## config.mk

```make
export PLATFORM = sky130hd
export DESIGN_NAME = drw_mul
export DESIGN_NICKNAME = d
export VERILOG_FILES = /design/src/sv/drw_mul.sv
export SDC_FILE = /design/constraint.sdc
export NUM_CORES = 2
export LEC_CHECK = 0
export BUFFER_PORTS_ARGS = -buffer_cell sky130_fd_sc_hd__clkbuf_2
export CAP_MARGIN = 20
export CORE_ASPECT_RATIO = 0.6
export CORE_MARGIN = 2
export CORE_UTILIZATION = 25
export CTS_BUF_LIST = sky130_fd_sc_hd__clkbuf_4 sky130_fd_sc_hd__clkbuf_8 sky130_fd_sc_hd__clkbuf_16
export DETAILED_ROUTE_END_ITERATION = 8
export PLACE_DENSITY_LB_ADDON = 0.08
export RECOVER_POWER = 50
export SLEW_MARGIN = 5
export SYNTH_ARGS = -nofsm -noshare
export SYNTH_HDL_FRONTEND = slang
export SYNTH_SLANG_ARGS = --single-unit
```

## constraint.sdc

```tcl
create_clock -name clk -period 7.8 [get_ports clk]
set_clock_uncertainty 0.15 [all_clocks]
set_input_delay 0.78 -clock clk [delete_from_list [all_inputs] [get_ports clk]]
set_output_delay 0.78 -clock clk [all_outputs]
set_load 0.05 [all_outputs]
```

## src/sv/drw_mul.sv

```systemverilog
// shared signed multiplier with registered product
module drw_mul (
  input  logic               clk,
  input  logic signed [32:0] op_a,
  input  logic signed [33:0] op_b,
  output logic signed [66:0] prod_r
);
  logic signed [66:0] prod_nxt;

  assign prod_nxt = 67'(op_a) * 67'(op_b);

  always_ff @(posedge clk) begin
    prod_r <= prod_nxt;
  end
endmodule

```

# Word level (Yosys, flattened, before mapping)
# Cells that the tools add are included.
[classes] addsub=0 mul=1 div_mod_pow=0 order_cmp=0 eq_ne=0 shifts=0 muxes=0 n_bitwise=0 n_reduce_logical=0
[op_table] cell="multiplier 33 x 34 -> 67 bit" count=1
[word_totals] regBits=67 latch_bits=0 mem_bits_rw=0 mem_bits_ro=0 input_bits=68 output_inout_bits=67 elab_cells=2 n_memories=0

# Depth between registers and ports, before layout
[logic_depth] depth_word=1 depth_mapped=29 mapped_depth_nobuf=27

# Least setup slack after synthesis
# No wires, ideal clock.
[synth_timing] path_type="input -> register" start="input op_b[33]" end="register prod_r[63]" t_arrival_ps=8035 setup_slack_ps=-457 path_stages=25 cell_sequence="clkbuf_1 -> nand2_1 -> inv_1 -> fa_1 -> inv_1 -> fa_1 -> inv_1 -> fa_1 -> fa_1 -> fa_1 -> fa_1 -> fa_1 -> inv_1 -> fa_1 -> inv_1 -> ha_1 -> clkbuf_1 -> a21o_1 -> a21o_1 -> a21o_1 -> a221o_1 -> a21o_1 -> a21o_1 -> a31oi_1 -> xnor2_1"
[synth_via] elab_chain_len=1
[synth_rtl] element="from (decl)" line="5" text="input logic signed [33:0] op_b,"
[synth_rtl] element="multiplier 33 x 34 -> 67 bit" line="10" text="assign prod_nxt = 67'(op_a) * 67'(op_b);"
[synth_rtl] element="named net prod_nxt[63]" line="8" text="logic signed [66:0] prod_nxt;"
[synth_rtl] element="to (signal assigned)" line="13" text="prod_r <= prod_nxt;"
[synth_rtl] element="to (decl)" line="6" text="output logic signed [66:0] prod_r"
# The timed path passes the listed nets, and every way through them passes these cells.

# Worst setup path after layout
[layout_timing] start="input op_b[15]" end="register prod_r[58]"
# Same word-level chain as after synthesis.

==> summary.txt <==
status - finished, violations left
failing checks - negative setup slack
TritonCTS clock tree - built
Tcrit/Tclk final - 1.030
post-route cell area - 51,790 µm²
worst min-delay path class - in -> reg
fin nets - 6,431
Row Count - 115
hold-critical path depth - 5
total CTS buffers - 9
Seq/Total Area, Yosys - 0.03250
Primary FF master, synth - dfxtp_1
Setup CP Type - in -> reg
Final Hold Viols - 0
worst relative slew slack - 0.3601
hold_buf cts - 0
#FFs+latches synth - 67
num ports - 135
Vias per Instance - 4.178
Root Driver - clkbuf_16
# clock sinks - 67
synth top area cells - fa_1 57%, inv_1 11%, and2_1 8.4%, ha_1 6.6%, nand2_1 5.3%
CP arrival - 8.17 ns
crit start category - primary input
vias - 29,836
antenna violations before repair - 7
CP most frequent cell - fa_1
clk slew on worst S/H paths - 0.08 ns
Endpoint, Worst Hold - prod_r[0]
Syn Inst Count - 4,409
die outline width - 528.6 µm
Worst-Margin Slew - 0.9640 ns
layout cell share with drive strength beyond 1 - 0.2063
Ys Warns - 0
Worst Path Max Fanout - 5
syn nets - 5,872
CTS Buffer Depth - 2
Slew Viols, Final - 0
Worst EP required - 7.94 ns
most frequent cells after synthesis - 1,176 x fa_1, 1,162 x inv_1, 580 x nand2_1, 554 x and2_1, 220 x clkbuf_1
vias in the first global route - 32,673
final worst slack - -0.2349 ns
total placed instance area - 49,160 µm²
Largest regs - prod_r: 67 flops
largest family of logic cells by synthesized area - adder cells
slowest cell delay on critical path - 0.69 ns
largest net degree at the start of global routing - 22
post-route ant nets - 0
most common cell in the netlist - fa_1
Crit. End Element - flip-flop
Post-Syn Area - 41,280 µm²
PortBufs - 134
# H-tree levels - 3
ys async rst share - 0
Die ar. - 168,500 µm²
routability cong. - 0.8356
max reg flops - 67
compound-gate portion of the synthesized area - 0.03447
crit path time final - 8.035 ns
Initial Util - 0.2519
slowest stage cell, crit path - fa_2
hold_sp - op_a[0]
Setup-failing EPs final - 19
adder-cell share of the synthesized area - 0.6368
DR iter-0 viols - 2,015
CP startpoint - op_b[15]
Achievable Freq - 124.5 MHz
syn avg cell area - 9.362 µm²
area grow syn2layout - 25.48%
Routed WL - 159,200 µm
core area - 163,900 µm²
RSZ-0062 raised after global routing - true
DRC viols - 0
first-pass GRT wire length - 237,700 µm
share of the synthesized area in the top cell type - 0.5704
Avg WL per Cell - 22.29 µm
Yosys cell types - 59
height of the die - 318.7 µm
EDFF count, synth - 0
router iterations before antenna repair - 5
fraction of synthesized area in multiplexers - 0.0002425
max-cap violations - 0
Synth Area in Simple Gates - 0.1536
Yosys top cell by area - fa_1
Top reg by flops - prod_r
Total GRT Usage - 0.1947
Detailed Place HPWL - 139,200 µm
Synth Area in XOR/XNOR - 0.01591
total congestion overflow - 0
placed cells by master, fill, tap and decap left out, types with 56 or more instances in the layout:
cell      count
buf_12       93
ha_1        196
buf_4       491
clkbuf_2     58
dfxtp_1      67
nor2_1       56
fa_2         83
nand2_1     572
fa_1       1093
inv_1      1110
and2_1      530
layer usage:
layer  vias to the layer above  GRT usage  wire length [µm]  part of all wire
li1                      13589          -                 -                 -
met1                     15540     0.3593             96310              0.60
met2                       672     0.2135             50890              0.32
met3                        35    0.04345             11030             0.069
met4                         0    0.01761               953            0.0060
met5                         -          0                 0                 0
how the worst max path moves through the flow:
stage | to | slack [ns]
floorplan | prod_r[63] | -0.005
global placement | prod_r[55] | -1.14
detailed placement | prod_r[55] | -1.19
CTS | prod_r[64] | -0.26
global route | prod_r[58] | -0.39
finish | prod_r[58] | -0.23
worst max-delay path, delay by kind of cell:
| kind | cells | cell delay, ns |
|---|---|---|
| AO/OA/AOI/OAI | 6 | 1.20 |
| XOR/XNOR | 1 | 0.14 |
| adder cells (fa/ha/maj) | 9 | 4.59 |
| buffers and inverters | 10 | 0.94 |
| AND/OR/NAND/NOR | 3 | 0.46 |
area by class of cell:
type                       count  area, µm²
multi-input combinational   2953      35920
antenna                        4      10.01
inverter                    1163       4375
clock inverter                 7      81.33
timing repair buffer         774       7132
clock buffer                   9      225.2
tap                         2164       2708
sequential                    67       1341
fill                       17181     112100
through the flow:
| step | TNS [ns] | hold slack, ns | util | instances | setup slack (ns) |
|---|---|---|---|---|---|
| global placement | -29.08 | 1.127 | 0.3000 | 7047 | -1.138 |
| CTS | -2.657 | 0.9492 | 0.3106 | 7111 | -0.2645 |
| floorplan | -0.005053 | 0.7517 | - | 4409 | -0.005053 |
| finish | -2.631 | 0.9267 | 0.3160 | 7141 | -0.2349 |
| global route | -6.607 | 0.9529 | 0.3160 | 7138 | -0.3901 |
| detailed placement | -28.00 | 1.126 | 0.3000 | 7047 | -1.190 |
cell families (layout without fill, tap and decap cells):
group / after synthesis / after routing
DFF: 67 / 67
muxes: 1 / 1
and+or+nand+nor: 1272 / 1272
buffers and inverters: 1389 / 1953
other: 0 / 4
xor gates and xnor gates: 75 / 75
adders and majority gates: 1395 / 1395
AOI/OAI and AO/OA: 210 / 210
what timing repair did:
action / in CTS / in global routing
pin swaps: 129 / 120
gates resized for setup: 218 / 214
setup endpoints to repair: 32 / 35
cloned: 6 / 3
setup buffers: 45 / 29
Power is not shown: default switching activity piles up to over one toggle a cycle in this logic, so the estimate is an artifact.
